### src/design/ttm_pkg.sv
// shared types and constants for the twin thruster mixer
// no dependencies; compiled first
package ttm_pkg;

  // drive mode, as shown on the result channel
  typedef enum logic [1:0] {
    MODE_STOP = 2'd0,
    MODE_FWD  = 2'd1,
    MODE_REV  = 2'd2
  } ttm_mode_t;

  // configuration register map, one 32-bit word per register
  typedef enum logic [2:0] {
    REG_PULSE_MIN     = 3'd0,
    REG_PULSE_MAX     = 3'd1,
    REG_PULSE_START   = 3'd2,
    REG_LOW_ZONE      = 3'd3,
    REG_HIGH_ZONE     = 3'd4,
    REG_HOLD_TICKS    = 3'd5,
    REG_RAMP_INTERVAL = 3'd6,
    REG_RAMP_STEP     = 3'd7
  } ttm_reg_t;

  // stick gestures seen on one tick
  typedef struct packed {
    logic fwd;
    logic stop;
  } ttm_gesture_t;

  // per-tick status from the mode and ramp logic
  typedef struct packed {
    logic      left_written;
    logic      right_written;
    ttm_mode_t mode;
  } ttm_status_t;

  localparam int APB_AW = 5;
  localparam int APB_DW = 32;
  localparam int HOLD_W = 16;
  localparam int RAMP_W = 8;

  localparam int RST_PULSE_MIN     = 1000;
  localparam int RST_PULSE_MAX     = 2000;
  localparam int RST_PULSE_START   = 1100;
  localparam int RST_LOW_ZONE      = 1200;
  localparam int RST_HIGH_ZONE     = 1800;
  localparam int RST_HOLD_TICKS    = 3000;
  localparam int RST_RAMP_INTERVAL = 5;
  localparam int RST_RAMP_STEP     = 2;

  // channel 5 thresholds for the 20 / 50 / 80 percent limits
  localparam int CH5_LOW_SPLIT  = 1250;
  localparam int CH5_HIGH_SPLIT = 1750;

  // throttle mapping
  localparam int THR_IDLE_MAX = 1010;
  localparam int THR_ORIGIN   = 1011;
  localparam int THR_SPAN     = 989;

  // steering mapping: (steer - 1000) * 2 / 5 - 200
  localparam int STEER_ORIGIN = 1000;
  localparam int STEER_SWING  = 200;

  // common divisor of the percent limits and the steering scale
  localparam int FIFTH_DIV = 5;

endpackage

### src/design/ttm_in_if.sv
// tick channel: valid/ready handshake with the seven pulse-width fields
// no dependencies
interface ttm_in_if #(
  parameter int PULSE_BITS = 12
);
  logic                  valid;
  logic                  ready;
  logic [PULSE_BITS-1:0] chan1;
  logic [PULSE_BITS-1:0] chan2;
  logic [PULSE_BITS-1:0] chan3;
  logic [PULSE_BITS-1:0] chan4;
  logic [PULSE_BITS-1:0] chan5;
  logic [PULSE_BITS-1:0] throttle;
  logic [PULSE_BITS-1:0] steer;

  modport source (
    output valid, chan1, chan2, chan3, chan4, chan5, throttle, steer,
    input  ready
  );

  modport sink (
    input  valid, chan1, chan2, chan3, chan4, chan5, throttle, steer,
    output ready
  );
endinterface

### src/design/ttm_out_if.sv
// result channel: valid/ready handshake with drive outputs and status
// no dependencies
interface ttm_out_if #(
  parameter int PULSE_BITS = 12
);
  logic                  valid;
  logic                  ready;
  logic [PULSE_BITS-1:0] left_pulse;
  logic [PULSE_BITS-1:0] right_pulse;
  logic                  left_written;
  logic                  right_written;
  logic [1:0]            drive_mode;
  logic [PULSE_BITS-1:0] power_limit;

  modport source (
    output valid, left_pulse, right_pulse, left_written, right_written,
           drive_mode, power_limit,
    input  ready
  );

  modport sink (
    input  valid, left_pulse, right_pulse, left_written, right_written,
           drive_mode, power_limit,
    output ready
  );
endinterface

### src/design/ttm_ctrl.sv
// gesture mode state machine and upward drive ramp
// depends on ttm_pkg
module ttm_ctrl #(
  parameter int PULSE_BITS = 12
) (
  input  logic                        clk,
  input  logic                        rst,
  input  logic                        step,
  input  ttm_pkg::ttm_gesture_t       gest,
  input  logic [PULSE_BITS-1:0]       tgt_left,
  input  logic [PULSE_BITS-1:0]       tgt_right,
  input  logic [PULSE_BITS-1:0]       pulse_min,
  input  logic [ttm_pkg::HOLD_W-1:0]  hold_ticks,
  input  logic [ttm_pkg::RAMP_W-1:0]  ramp_interval,
  input  logic [ttm_pkg::RAMP_W-1:0]  ramp_step,
  output logic [PULSE_BITS-1:0]       left_pulse,
  output logic [PULSE_BITS-1:0]       right_pulse,
  output ttm_pkg::ttm_status_t        status
);
  import ttm_pkg::*;

  localparam int PW = PULSE_BITS;

  ttm_mode_t         mode, mode_next;
  logic              armed, armed_next;
  logic [HOLD_W-1:0] hold_count, hold_next, hold_inc;
  logic [RAMP_W-1:0] ramp_count, ramp_next, ramp_inc;
  logic [PW-1:0]     left_drive, left_next;
  logic [PW-1:0]     right_drive, right_next;
  logic              match;
  logic              fire;
  logic              left_wr, right_wr;
  logic [PW-1:0]     tl, tr;

  // raise by at most one step, drop at once
  function automatic logic [PW-1:0] ramp_toward(input logic [PW-1:0] drive,
                                                input logic [PW-1:0] target,
                                                input logic [RAMP_W-1:0] stp);
    logic [PW-1:0] delta;
    logic [PW-1:0] stpx;
    delta = target - drive;
    stpx  = PW'(stp);
    if (target < drive) begin
      return target;
    end
    return drive + ((delta < stpx) ? delta : stpx);
  endfunction

  always_ff @(posedge clk) begin
    if (rst) begin
      mode        <= MODE_STOP;
      armed       <= 1'b0;
      hold_count  <= '0;
      ramp_count  <= '0;
      left_drive  <= PW'(RST_PULSE_MIN);
      right_drive <= PW'(RST_PULSE_MIN);
    end else if (step) begin
      mode        <= mode_next;
      armed       <= armed_next;
      hold_count  <= hold_next;
      ramp_count  <= ramp_next;
      left_drive  <= left_next;
      right_drive <= right_next;
    end
  end

  always_comb begin
    hold_inc = (armed && hold_count != '1) ? HOLD_W'(hold_count + 1'b1) : hold_count;
    mode_next  = mode;
    armed_next = armed;
    hold_next  = hold_inc;

    unique case (mode)
      MODE_STOP: match = gest.fwd;
      MODE_FWD:  match = gest.stop;
      default:   match = 1'b0;
    endcase

    if (match) begin
      if (!armed) begin
        armed_next = 1'b1;
        hold_next  = '0;
      end else if (hold_inc >= hold_ticks) begin
        mode_next  = (mode == MODE_STOP) ? MODE_FWD : MODE_STOP;
        armed_next = 1'b0;
        hold_next  = '0;
      end
    end else if (!gest.fwd && !gest.stop) begin
      armed_next = 1'b0;
      hold_next  = '0;
    end

    // targets follow the mode after this tick's gesture
    tl = (mode_next == MODE_FWD) ? tgt_left  : pulse_min;
    tr = (mode_next == MODE_FWD) ? tgt_right : pulse_min;

    ramp_inc  = (ramp_count != '1) ? RAMP_W'(ramp_count + 1'b1) : ramp_count;
    fire      = (ramp_inc >= ramp_interval);
    ramp_next = fire ? '0 : ramp_inc;

    left_wr    = fire && (left_drive != tl);
    right_wr   = fire && (right_drive != tr);
    left_next  = left_wr  ? ramp_toward(left_drive, tl, ramp_step)  : left_drive;
    right_next = right_wr ? ramp_toward(right_drive, tr, ramp_step) : right_drive;
  end

  assign left_pulse           = left_next;
  assign right_pulse          = right_next;
  assign status.left_written  = left_wr;
  assign status.right_written = right_wr;
  assign status.mode          = mode_next;

endmodule

### src/design/twin_thruster_mixer_with_ramp_top.sv
// twin thruster mixer top level: config registers, target pipeline, result register
// depends on ttm_pkg, ttm_in_if, ttm_out_if, ttm_ctrl
//
// One tick transaction (five RC channels, throttle, steer) gives one result
// transaction (two drive pulses, written flags, mode, power limit). The block
// takes one transaction per clock while the result side accepts, and the result
// passes through an input register, four arithmetic stages and the result
// register. The arithmetic stages depend only on the tick and the config
// registers; all per-tick state (gesture mode, hold counter, ramp counter,
// drive values) sits in ttm_ctrl and is updated in the single cycle in which
// a tick moves into the result register, so consecutive ticks never wait on
// each other. Each stage holds its data while the next one cannot load, so a
// stalled result side fills the pipeline before tick.ready drops. Config
// registers sit on an APB-style port, one 32-bit word each, and must only be
// written while no tick is in flight. No memory, no clearing pass after reset.
module twin_thruster_mixer_with_ramp_top #(
  parameter int PULSE_BITS = 12
) (
  input  logic                        clk,
  input  logic                        rst,
  ttm_in_if.sink                      tick,
  ttm_out_if.source                   result,
  input  logic                        psel,
  input  logic                        penable,
  input  logic                        pwrite,
  input  logic [ttm_pkg::APB_AW-1:0]  paddr,
  input  logic [ttm_pkg::APB_DW-1:0]  pwdata,
  output logic [ttm_pkg::APB_DW-1:0]  prdata,
  output logic                        pready
);
  import ttm_pkg::*;

  localparam int PW = PULSE_BITS;
  localparam int DW = PW + 1;          // signed difference of two pulses
  localparam int XW = PW + 2;          // dividend of the divide-by-five
  localparam int S5SH = XW + 3;        // reciprocal shift for five
  localparam int M5W = XW + 1;
  localparam int PR5W = XW + M5W;
  localparam logic [63:0] M5_FULL =
    ((64'd1 << S5SH) + 64'(FIFTH_DIV - 1)) / 64'(FIFTH_DIV);
  localparam logic [M5W-1:0] M5 = M5_FULL[M5W-1:0];
  localparam int W = 2 * PW;           // throttle product
  localparam int S9 = W + 10;          // reciprocal shift for the throttle span
  localparam int M9W = W + 1;
  localparam int PR9W = W + M9W;
  localparam logic [63:0] M9_FULL =
    ((64'd1 << S9) + 64'(THR_SPAN - 1)) / 64'(THR_SPAN);
  localparam logic [M9W-1:0] M989 = M9_FULL[M9W-1:0];
  localparam int QW = W - 9;           // quotient of the throttle product
  localparam int BW = QW + 2;          // signed base
  localparam int SW = BW + 1;          // signed base plus or minus steering

  // ---------------------------------------------------------------------------
  // configuration registers
  // ---------------------------------------------------------------------------
  logic [PW-1:0]     pulse_min, pulse_max, pulse_start, low_zone, high_zone;
  logic [HOLD_W-1:0] hold_ticks;
  logic [RAMP_W-1:0] ramp_interval, ramp_step;
  logic              wr_en;
  ttm_reg_t          reg_sel;

  assign pready  = 1'b1;
  assign wr_en   = psel && penable && pwrite;
  assign reg_sel = ttm_reg_t'(paddr[APB_AW-1:2]);

  always_ff @(posedge clk) begin
    if (rst) begin
      pulse_min     <= PW'(RST_PULSE_MIN);
      pulse_max     <= PW'(RST_PULSE_MAX);
      pulse_start   <= PW'(RST_PULSE_START);
      low_zone      <= PW'(RST_LOW_ZONE);
      high_zone     <= PW'(RST_HIGH_ZONE);
      hold_ticks    <= HOLD_W'(RST_HOLD_TICKS);
      ramp_interval <= RAMP_W'(RST_RAMP_INTERVAL);
      ramp_step     <= RAMP_W'(RST_RAMP_STEP);
    end else if (wr_en) begin
      unique case (reg_sel)
        REG_PULSE_MIN:     pulse_min     <= pwdata[PW-1:0];
        REG_PULSE_MAX:     pulse_max     <= pwdata[PW-1:0];
        REG_PULSE_START:   pulse_start   <= pwdata[PW-1:0];
        REG_LOW_ZONE:      low_zone      <= pwdata[PW-1:0];
        REG_HIGH_ZONE:     high_zone     <= pwdata[PW-1:0];
        REG_HOLD_TICKS:    hold_ticks    <= pwdata[HOLD_W-1:0];
        REG_RAMP_INTERVAL: ramp_interval <= pwdata[RAMP_W-1:0];
        REG_RAMP_STEP:     ramp_step     <= pwdata[RAMP_W-1:0];
      endcase
    end
  end

  // read back, zero extended
  always_comb begin
    prdata = '0;
    unique case (reg_sel)
      REG_PULSE_MIN:     prdata = APB_DW'(pulse_min);
      REG_PULSE_MAX:     prdata = APB_DW'(pulse_max);
      REG_PULSE_START:   prdata = APB_DW'(pulse_start);
      REG_LOW_ZONE:      prdata = APB_DW'(low_zone);
      REG_HIGH_ZONE:     prdata = APB_DW'(high_zone);
      REG_HOLD_TICKS:    prdata = APB_DW'(hold_ticks);
      REG_RAMP_INTERVAL: prdata = APB_DW'(ramp_interval);
      REG_RAMP_STEP:     prdata = APB_DW'(ramp_step);
    endcase
  end

  // ---------------------------------------------------------------------------
  // pipeline flow control: a stage loads when it is empty or the next one loads
  // ---------------------------------------------------------------------------
  logic s1_valid, s2_valid, s3_valid, s4_valid, s5_valid, out_valid;
  logic rdy1, rdy2, rdy3, rdy4, rdy5, out_free;
  logic step;

  assign out_free   = !out_valid || result.ready;
  assign rdy5       = !s5_valid || out_free;
  assign rdy4       = !s4_valid || rdy5;
  assign rdy3       = !s3_valid || rdy4;
  assign rdy2       = !s2_valid || rdy3;
  assign rdy1       = !s1_valid || rdy2;
  assign tick.ready = rdy1;
  // a tick commits its state update when it enters the result register
  assign step       = s5_valid && out_free;

  always_ff @(posedge clk) begin
    if (rst) begin
      s1_valid  <= 1'b0;
      s2_valid  <= 1'b0;
      s3_valid  <= 1'b0;
      s4_valid  <= 1'b0;
      s5_valid  <= 1'b0;
      out_valid <= 1'b0;
    end else begin
      if (rdy1)     s1_valid  <= tick.valid;
      if (rdy2)     s2_valid  <= s1_valid;
      if (rdy3)     s3_valid  <= s2_valid;
      if (rdy4)     s4_valid  <= s3_valid;
      if (rdy5)     s5_valid  <= s4_valid;
      if (out_free) out_valid <= s5_valid;
    end
  end

  // ---------------------------------------------------------------------------
  // stage 1: input register
  // ---------------------------------------------------------------------------
  logic [PW-1:0] s1_c1, s1_c2, s1_c3, s1_c4, s1_c5, s1_thr, s1_str;

  always_ff @(posedge clk) begin
    if (rdy1) begin
      s1_c1  <= tick.chan1;
      s1_c2  <= tick.chan2;
      s1_c3  <= tick.chan3;
      s1_c4  <= tick.chan4;
      s1_c5  <= tick.chan5;
      s1_thr <= tick.throttle;
      s1_str <= tick.steer;
    end
  end

  // ---------------------------------------------------------------------------
  // stage 1 -> 2: power limit, steering differential, throttle product, gestures
  // ---------------------------------------------------------------------------
  logic signed [DW-1:0]   lim_d;
  logic                   lim_neg;
  logic [PW-1:0]          lim_mag;
  logic                   pct20, pct50;
  logic [XW-1:0]          lim_x;
  logic [PR5W-1:0]        lim_prod;
  logic [PW-1:0]          lim_q;
  logic signed [DW-1:0]   lim_scaled;
  logic [PW-1:0]          limit_c;

  logic signed [DW-1:0]   str_d;
  logic                   str_neg;
  logic [PW-1:0]          str_mag;
  logic [XW-1:0]          str_x;
  logic [PR5W-1:0]        str_prod;
  logic [PW-1:0]          str_q;
  logic signed [PW+1:0]   diff_c;

  logic                   thr_on_c;
  logic [PW-1:0]          thr_off;
  logic signed [DW-1:0]   span_d;
  logic                   span_neg;
  logic [PW-1:0]          span_mag;
  logic [W-1:0]           bprod_c;
  ttm_gesture_t           gest_c;

  always_comb begin
    // limit = pulse_min + (pulse_max - pulse_min) * pct / 100, truncated
    lim_d    = $signed({1'b0, pulse_max}) - $signed({1'b0, pulse_min});
    lim_neg  = lim_d[DW-1];
    lim_mag  = lim_neg ? PW'(-lim_d) : lim_d[PW-1:0];
    pct20    = s1_c5 < PW'(CH5_LOW_SPLIT);
    pct50    = !pct20 && (s1_c5 < PW'(CH5_HIGH_SPLIT));
    // 20 percent is a fifth, 80 percent is four fifths, 50 percent a shift
    lim_x    = pct20 ? XW'(lim_mag) : {lim_mag, 2'b00};
    lim_prod = PR5W'(lim_x) * PR5W'(M5);
    lim_q    = pct50 ? {1'b0, lim_mag[PW-1:1]} : lim_prod[S5SH +: PW];
    lim_scaled = lim_neg ? -$signed({1'b0, lim_q}) : $signed({1'b0, lim_q});
    limit_c  = PW'($signed({1'b0, pulse_min}) + lim_scaled);

    // steering: (steer - 1000) * 2 / 5 - 200, truncated toward zero
    str_d    = $signed({1'b0, s1_str}) - $signed(DW'(STEER_ORIGIN));
    str_neg  = str_d[DW-1];
    str_mag  = str_neg ? PW'(-str_d) : str_d[PW-1:0];
    str_x    = XW'({str_mag, 1'b0});
    str_prod = PR5W'(str_x) * PR5W'(M5);
    str_q    = str_prod[S5SH +: PW];
    diff_c   = (str_neg ? -$signed({2'b00, str_q}) : $signed({2'b00, str_q}))
               - $signed((PW+2)'(STEER_SWING));

    // throttle above idle: (throttle - 1011) * (pulse_max - pulse_start)
    thr_on_c = s1_thr > PW'(THR_IDLE_MAX);
    thr_off  = s1_thr - PW'(THR_ORIGIN);
    span_d   = $signed({1'b0, pulse_max}) - $signed({1'b0, pulse_start});
    span_neg = span_d[DW-1];
    span_mag = span_neg ? PW'(-span_d) : span_d[PW-1:0];
    bprod_c  = W'(thr_off) * W'(span_mag);

    gest_c.fwd  = (s1_c1 < low_zone) && (s1_c2 > high_zone) &&
                  (s1_c3 < low_zone) && (s1_c4 > high_zone);
    gest_c.stop = (s1_c1 < low_zone) && (s1_c2 < low_zone) &&
                  (s1_c3 < low_zone) && (s1_c4 > high_zone);
  end

  logic [PW-1:0]        s2_limit;
  logic signed [PW+1:0] s2_diff;
  logic [W-1:0]         s2_bprod;
  logic                 s2_bneg;
  logic                 s2_thr_on;
  ttm_gesture_t         s2_gest;

  always_ff @(posedge clk) begin
    if (rdy2) begin
      s2_limit  <= limit_c;
      s2_diff   <= diff_c;
      s2_bprod  <= bprod_c;
      s2_bneg   <= span_neg;
      s2_thr_on <= thr_on_c;
      s2_gest   <= gest_c;
    end
  end

  // ---------------------------------------------------------------------------
  // stage 2 -> 3: divide the throttle product by 989 via reciprocal
  // ---------------------------------------------------------------------------
  logic [PR9W-1:0] b9_prod;

  assign b9_prod = PR9W'(s2_bprod) * PR9W'(M989);

  logic [QW-1:0]        s3_qb;
  logic                 s3_bneg;
  logic [PW-1:0]        s3_limit;
  logic signed [PW+1:0] s3_diff;
  logic                 s3_thr_on;
  ttm_gesture_t         s3_gest;

  always_ff @(posedge clk) begin
    if (rdy3) begin
      s3_qb     <= b9_prod[S9 +: QW];
      s3_bneg   <= s2_bneg;
      s3_limit  <= s2_limit;
      s3_diff   <= s2_diff;
      s3_thr_on <= s2_thr_on;
      s3_gest   <= s2_gest;
    end
  end

  // ---------------------------------------------------------------------------
  // stage 3 -> 4: base pulse and the two mixed sums
  // ---------------------------------------------------------------------------
  logic signed [BW-1:0] qb_s;
  logic signed [BW-1:0] base;
  logic signed [SW-1:0] sum_l_c, sum_r_c;

  always_comb begin
    qb_s    = $signed({2'b00, s3_qb});
    base    = $signed(BW'(pulse_start)) + (s3_bneg ? -qb_s : qb_s);
    sum_l_c = SW'(base) + SW'(s3_diff);
    sum_r_c = SW'(base) - SW'(s3_diff);
  end

  logic signed [SW-1:0] s4_sum_l, s4_sum_r;
  logic [PW-1:0]        s4_limit;
  logic                 s4_thr_on;
  ttm_gesture_t         s4_gest;

  always_ff @(posedge clk) begin
    if (rdy4) begin
      s4_sum_l  <= sum_l_c;
      s4_sum_r  <= sum_r_c;
      s4_limit  <= s3_limit;
      s4_thr_on <= s3_thr_on;
      s4_gest   <= s3_gest;
    end
  end

  // ---------------------------------------------------------------------------
  // stage 4 -> 5: idle target min(pulse_min, limit), else clamp to [pulse_min, limit], minimum tested first
  // ---------------------------------------------------------------------------
  function automatic logic [PW-1:0] clamp_pulse(input logic signed [SW-1:0] x,
                                                input logic [PW-1:0] lo,
                                                input logic [PW-1:0] hi);
    if (x < $signed(SW'(lo))) begin
      return lo;
    end
    if (x > $signed(SW'(hi))) begin
      return hi;
    end
    return x[PW-1:0];
  endfunction

  logic [PW-1:0] idle_tgt, tgt_l_c, tgt_r_c;

  always_comb begin
    idle_tgt = (pulse_min > s4_limit) ? s4_limit : pulse_min;
    tgt_l_c  = s4_thr_on ? clamp_pulse(s4_sum_l, pulse_min, s4_limit) : idle_tgt;
    tgt_r_c  = s4_thr_on ? clamp_pulse(s4_sum_r, pulse_min, s4_limit) : idle_tgt;
  end

  logic [PW-1:0] s5_tgt_l, s5_tgt_r, s5_limit;
  ttm_gesture_t  s5_gest;

  always_ff @(posedge clk) begin
    if (rdy5) begin
      s5_tgt_l <= tgt_l_c;
      s5_tgt_r <= tgt_r_c;
      s5_limit <= s4_limit;
      s5_gest  <= s4_gest;
    end
  end

  // ---------------------------------------------------------------------------
  // stage 5 -> result: mode state machine and ramp, then the result register
  // ---------------------------------------------------------------------------
  logic [PW-1:0] left_c, right_c;
  ttm_status_t   status_c;

  ttm_ctrl #(
    .PULSE_BITS (PULSE_BITS)
  ) u_ctrl (
    .clk           (clk),
    .rst           (rst),
    .step          (step),
    .gest          (s5_gest),
    .tgt_left      (s5_tgt_l),
    .tgt_right     (s5_tgt_r),
    .pulse_min     (pulse_min),
    .hold_ticks    (hold_ticks),
    .ramp_interval (ramp_interval),
    .ramp_step     (ramp_step),
    .left_pulse    (left_c),
    .right_pulse   (right_c),
    .status        (status_c)
  );

  logic [PW-1:0] out_left, out_right, out_limit;
  ttm_status_t   out_status;

  always_ff @(posedge clk) begin
    if (out_free) begin
      out_left   <= left_c;
      out_right  <= right_c;
      out_limit  <= s5_limit;
      out_status <= status_c;
    end
  end

  assign result.valid         = out_valid;
  assign result.left_pulse    = out_left;
  assign result.right_pulse   = out_right;
  assign result.left_written  = out_status.left_written;
  assign result.right_written = out_status.right_written;
  assign result.drive_mode    = out_status.mode;
  assign result.power_limit   = out_limit;

endmodule

### src/flat_wrapper.sv
// flat-port wrapper written by rule: the top's interface ports become plain ports
module twin_thruster_mixer_with_ramp_top_flat import ttm_pkg::*;
#(
  parameter int PULSE_BITS = 12
)
  (clk, rst, psel, penable, pwrite, paddr, pwdata, prdata, pready, tick_valid, tick_chan1, tick_chan2, tick_chan3, tick_chan4, tick_chan5, tick_throttle, tick_steer, tick_ready, result_valid, result_left_pulse, result_right_pulse, result_left_written, result_right_written, result_drive_mode, result_power_limit, result_ready);
  ttm_in_if #(.PULSE_BITS(PULSE_BITS)) tick_i ();
  ttm_out_if #(.PULSE_BITS(PULSE_BITS)) result_i ();
  input  logic clk;
  input  logic rst;
  input  logic psel;
  input  logic penable;
  input  logic pwrite;
  input  logic [ttm_pkg::APB_AW-1:0] paddr;
  input  logic [ttm_pkg::APB_DW-1:0] pwdata;
  output logic [ttm_pkg::APB_DW-1:0] prdata;
  output logic pready;
  input wire logic [$bits(tick_i.valid)-1:0] tick_valid;
  input wire logic [$bits(tick_i.chan1)-1:0] tick_chan1;
  input wire logic [$bits(tick_i.chan2)-1:0] tick_chan2;
  input wire logic [$bits(tick_i.chan3)-1:0] tick_chan3;
  input wire logic [$bits(tick_i.chan4)-1:0] tick_chan4;
  input wire logic [$bits(tick_i.chan5)-1:0] tick_chan5;
  input wire logic [$bits(tick_i.throttle)-1:0] tick_throttle;
  input wire logic [$bits(tick_i.steer)-1:0] tick_steer;
  output wire logic [$bits(tick_i.ready)-1:0] tick_ready;
  output wire logic [$bits(result_i.valid)-1:0] result_valid;
  output wire logic [$bits(result_i.left_pulse)-1:0] result_left_pulse;
  output wire logic [$bits(result_i.right_pulse)-1:0] result_right_pulse;
  output wire logic [$bits(result_i.left_written)-1:0] result_left_written;
  output wire logic [$bits(result_i.right_written)-1:0] result_right_written;
  output wire logic [$bits(result_i.drive_mode)-1:0] result_drive_mode;
  output wire logic [$bits(result_i.power_limit)-1:0] result_power_limit;
  input wire logic [$bits(result_i.ready)-1:0] result_ready;
  assign tick_i.valid = tick_valid;
  assign tick_i.chan1 = tick_chan1;
  assign tick_i.chan2 = tick_chan2;
  assign tick_i.chan3 = tick_chan3;
  assign tick_i.chan4 = tick_chan4;
  assign tick_i.chan5 = tick_chan5;
  assign tick_i.throttle = tick_throttle;
  assign tick_i.steer = tick_steer;
  assign tick_ready = tick_i.ready;
  assign result_valid = result_i.valid;
  assign result_left_pulse = result_i.left_pulse;
  assign result_right_pulse = result_i.right_pulse;
  assign result_left_written = result_i.left_written;
  assign result_right_written = result_i.right_written;
  assign result_drive_mode = result_i.drive_mode;
  assign result_power_limit = result_i.power_limit;
  assign result_i.ready = result_ready;
  twin_thruster_mixer_with_ramp_top #(.PULSE_BITS(PULSE_BITS)) u_core (.clk(clk), .rst(rst), .tick(tick_i), .result(result_i), .psel(psel), .penable(penable), .pwrite(pwrite), .paddr(paddr), .pwdata(pwdata), .prdata(prdata), .pready(pready));
endmodule
### config.mk
export PLATFORM = sky130hd
export DESIGN_NAME = twin_thruster_mixer_with_ramp_top_flat
export DESIGN_NICKNAME = d
export VERILOG_FILES = /design/src/design/ttm_pkg.sv /design/src/design/ttm_in_if.sv /design/src/design/ttm_out_if.sv /design/src/design/ttm_ctrl.sv /design/src/design/twin_thruster_mixer_with_ramp_top.sv /design/src/flat_wrapper.sv
export SDC_FILE = /design/constraint.sdc
export NUM_CORES = 2
export LEC_CHECK = 0
export ABC_AREA = 1
export BUFFER_PORTS_ARGS = -buffer_cell sky130_fd_sc_hd__clkbuf_2
export CAP_MARGIN = 0
export CELL_PAD_IN_SITES_DETAIL_PLACEMENT = 2
export CELL_PAD_IN_SITES_GLOBAL_PLACEMENT = 2
export CORE_AREA = 2 2 436 438
export DETAILED_ROUTE_END_ITERATION = 8
export DIE_AREA = 0 0 438 440
export PLACE_DENSITY = 0.57
export SYNTH_ARGS = -nofsm -noshare
export SYNTH_HDL_FRONTEND = slang
export SYNTH_SLANG_ARGS = --single-unit
### constraint.sdc
create_clock -name clk -period 12.2 [get_ports clk]
set_clock_uncertainty 0.1 [all_clocks]
set_input_delay 2.44 -clock clk [delete_from_list [all_inputs] [get_ports clk]]
set_output_delay 2.44 -clock clk [all_outputs]
set_load 0.02 [all_outputs]
==> flow_summary.json <==
{
  "detail-route-antenna-nets": 0,
  "flow.area_growth_from_synthesis_pct": 12.67,
  "grt_overflow": 0,
  "cts_hold_buf": 0,
  "critical_path.startpoint_type": "flip-flop",
  "instances_no_fill": 8456,
  "globalplace.congestion": 0.8160,
  "ys_warn_count": 0,
  "hold_viol": 0,
  "tritoncts": "done",
  "hpwl_um": 142000,
  "routedWlPerCell_um": 20.05,
  "path_buf_inv": 12,
  "whs_path_depth": 0,
  "slew_headroom_pct": 36.51,
  "clk_pin_slew_worst_paths_ps": 70,
  "worst_ep_required_time_ps": 12540,
  "tightest_slew_ps": 945.1,
  "port-buffer-count": 166,
  "timing.final.crit_period_ps": 10920,
  "crit_path_max_fanout": 5,
  "die_width_um": 438,
  "timing.critical_path.to_type": "flip-flop",
  "ctsHtreeMaxLevel": 3,
  "yosys_register_bits": 459,
  "route.detailed.vias_per_inst": 4.627,
  "mostFrequentLayoutCell": "sky130_fd_sc_hd__inv_1",
  "area_used_by_multi_input_combinational_logic_um2": 31640,
  "grt_pass1_wl_um": 260800,
  "final_layout_size_suffix_gt1_share_pct": 7.335,
  "seq_total_area_yosys_pct": 25.28,
  "hp-start": "u_core.s2_diff[11]$_DFFE_PP_",
  "ys_async_sr_fraction_pct": 0,
  "first_iter_violations": 1222,
  "nNetsFinal": 7147,
  "post_cts_buffers": 0,
  "clock_sinks": 459,
  "clock_path_buffers": 3,
  "grt_max_degree": 83,
  "fill_cells": 21590,
  "rsz0062_at_grt": "false",
  "netlist_area_um2": 48630,
  "post_synth_inst_count": 5695,
  "postRouteWirelength_um": 169500,
  "fmax_mhz": 91.60,
  "die_height_um": 440,
  "fin_tns_setup_ps": 0,
  "via_count_of_the_first_global_routing_pass": 43560,
  "post_synth_num_cell_types": 81,
  "dominantRegCellSynth": "sky130_fd_sc_hd__edfxtp_1",
  "worstHoldEndpoint": "u_core.s3_diff[11]$_DFFE_PP_",
  "design.die.area_um2": 192700,
  "post_placement_cell_count": 8333,
  "critical_path.reg2reg.endpoint": "u_core.s2_limit[11]$_DFFE_PP_",
  "cpPeakStageDelay_ps": 550,
  "reg2reg_slack_ps": 1280,
  "setup_viol_count_final": 0,
  "drc": 0,
  "postCtsResizedCells": 0,
  "antenna_found_initial": 2,
  "initial_core_util_pct": 25.79,
  "num_rows": 160,
  "final_max_slew_viol_count": 0,
  "grtUsageTotal_pct": 17.65,
  "final.period_utilization_pct": 89.48,
  "cts-root-buf": "sky130_fd_sc_hd__clkbuf_16",
  "reg2reg_from": "u_core.pulse_max[1]$_SDFFE_PP0P_",
  "top_level_ports": 203,
  "worst_skew_pair.late_latency_ps": 700,
  "worstHoldPathType": "reg -> reg",
  "critPathMostFrequentCell": "sky130_fd_sc_hd__inv_1",
  "worst_path_dominant_cell_family": "adder cells",
  "core-area_um2": 188600,
  "maxCapViolCount": 0,
  "detailedRoute.firstPassIterationCount": 4,
  "status": "finished clean",
  "area.sequential_um2": 12290,
  "vias": 39130,
  "synth_area_per_inst_um2": 8.539,
  "layout.cells.most_common_list": "sky130_fd_sc_hd__inv_1 (1104), sky130_fd_sc_hd__nand2_1 (841), sky130_fd_sc_hd__ha_1 (757), sky130_fd_sc_hd__a21oi_1 (466), sky130_fd_sc_hd__fa_1 (372)",
  "highest_delay_cell_along_the_critical_path": "sky130_fd_sc_hd__fa_1",
  "synth_edf_count": 310,
  "worst-endpoint-arrival_ps": 11250,
  "numCtsBuffers": 66,
  "ws_path_type": "reg -> reg",
  "reg2reg_depth": 58
}
==> cell usage after synthesis (23+ instances only) <==
library cell,instances,area share [%]
sky130_fd_sc_hd__inv_1,1109,8.6
sky130_fd_sc_hd__nand2_1,842,6.5
sky130_fd_sc_hd__ha_1,757,19
sky130_fd_sc_hd__a21oi_1,466,4.8
sky130_fd_sc_hd__fa_1,372,15
sky130_fd_sc_hd__nor2_1,365,2.8
sky130_fd_sc_hd__o21ai_0,326,3.4
sky130_fd_sc_hd__edfxtp_1,310,19
sky130_fd_sc_hd__nand3_1,179,1.8
sky130_fd_sc_hd__xor2_1,152,2.7
sky130_fd_sc_hd__dfxtp_1,149,6.1
sky130_fd_sc_hd__clkbuf_1,69,0.53
sky130_fd_sc_hd__nand4_1,57,0.73
sky130_fd_sc_hd__nor3_1,53,0.55
sky130_fd_sc_hd__xnor2_1,52,0.94
sky130_fd_sc_hd__o21ai_1,33,0.34
sky130_fd_sc_hd__a211oi_1,31,0.48
sky130_fd_sc_hd__o211ai_1,30,0.46
sky130_fd_sc_hd__inv_2,23,0.18
sky130_fd_sc_hd__o21bai_1,23,0.36
==> area by class of cell <==
class / instances / area share (%)
Inverter: 1140 / 7.816
Antenna cell: 1 / 0.004567
Sequential cell: 459 / 22.43
Clock buffer: 76 / 3.121
Clock inverter: 46 / 1.037
Tap cell: 2511 / 5.734
Multi-Input combinational cell: 4013 / 57.74
Timing Repair Buffer: 210 / 2.119
==> worst register-to-register path: cells and delay by family, from the launching register on <==
family	cells	cell delay, ps
adder cells (fa/ha/maj)	9	4050
AO/OA/AOI/OAI	9	1540
XOR/XNOR	3	660
buffers and inverters	12	1100
AND/OR/NAND/NOR	25	2750
flip-flops	1	450
==> stage by stage <==
step,util [%],instance area [um^2],worst slack (ps),hold WS [ps]
finish,29.06,54800,1283,276.1
global route,29.06,54800,324.7,292.1
CTS,29.06,54790,1136,271.2
detailed placement,27.85,52510,1235,306.1
global placement,27.85,52510,1314,301.2
floorplan,-,48710,1172,300.3
==> logic make-up after synthesis <==
group | after synthesis | synth area share, %
buffers and inverters | 1244 | 9.880
AO/OA/AOI/OAI | 1041 | 11.92
XOR/XNOR | 212 | 3.988
AND/OR/NAND/NOR | 1607 | 14.11
other | 2 | 0.01544
adder cells (fa/ha/maj) | 1129 | 34.79
flip-flops | 459 | 25.28
multiplexers | 1 | 0.02315
==> layer usage <==
layer,global-route usage [%],wire [um]
met1,22.62,77930
met2,31.87,85000
met3,1.626,3063
met4,3.988,3517
met5,0,0
==> flip-flops by register name, summed over array words and instances, names as in the netlist, 14 cells and up <==
signal / flops
u_core.hold_ticks: 16
u_core.s2_bprod: 24
u_core.s2_diff: 14
u_core.s3_diff: 14
u_core.s3_qb: 15
u_core.s4_sum_l: 17
u_core.s4_sum_r: 18
u_core.u_ctrl.hold_count: 16
==> worst max-delay path by stage <==
| stage | startpoint | end | slack (ps) | cells after the start |
|---|---|---|---|---|
| 6_report | u_core.pulse_max[1]$_SDFFE_PP0P_ | u_core.s2_limit[11]$_DFFE_PP_ | 1280 | 58 |
| 5_1_grt | u_core.pulse_max[1]$_SDFFE_PP0P_ | u_core.s2_limit[11]$_DFFE_PP_ | 320 | 54 |
| 4_1_cts | u_core.pulse_max[1]$_SDFFE_PP0P_ | u_core.s2_limit[11]$_DFFE_PP_ | 1140 | 58 |
| 3_5_place_dp | u_core.pulse_max[1]$_SDFFE_PP0P_ | u_core.s2_limit[11]$_DFFE_PP_ | 1240 | 58 |
| 3_3_place_gp | u_core.pulse_min[7]$_SDFFE_PP1P_ | u_core.s2_limit[11]$_DFFE_PP_ | 1310 | 53 |
| 2_1_floorplan | result_ready | tick_ready | 1170 | 10 |
Power is not shown: default switching activity piles up to over one toggle a cycle in this logic, so the estimate is an artifact.
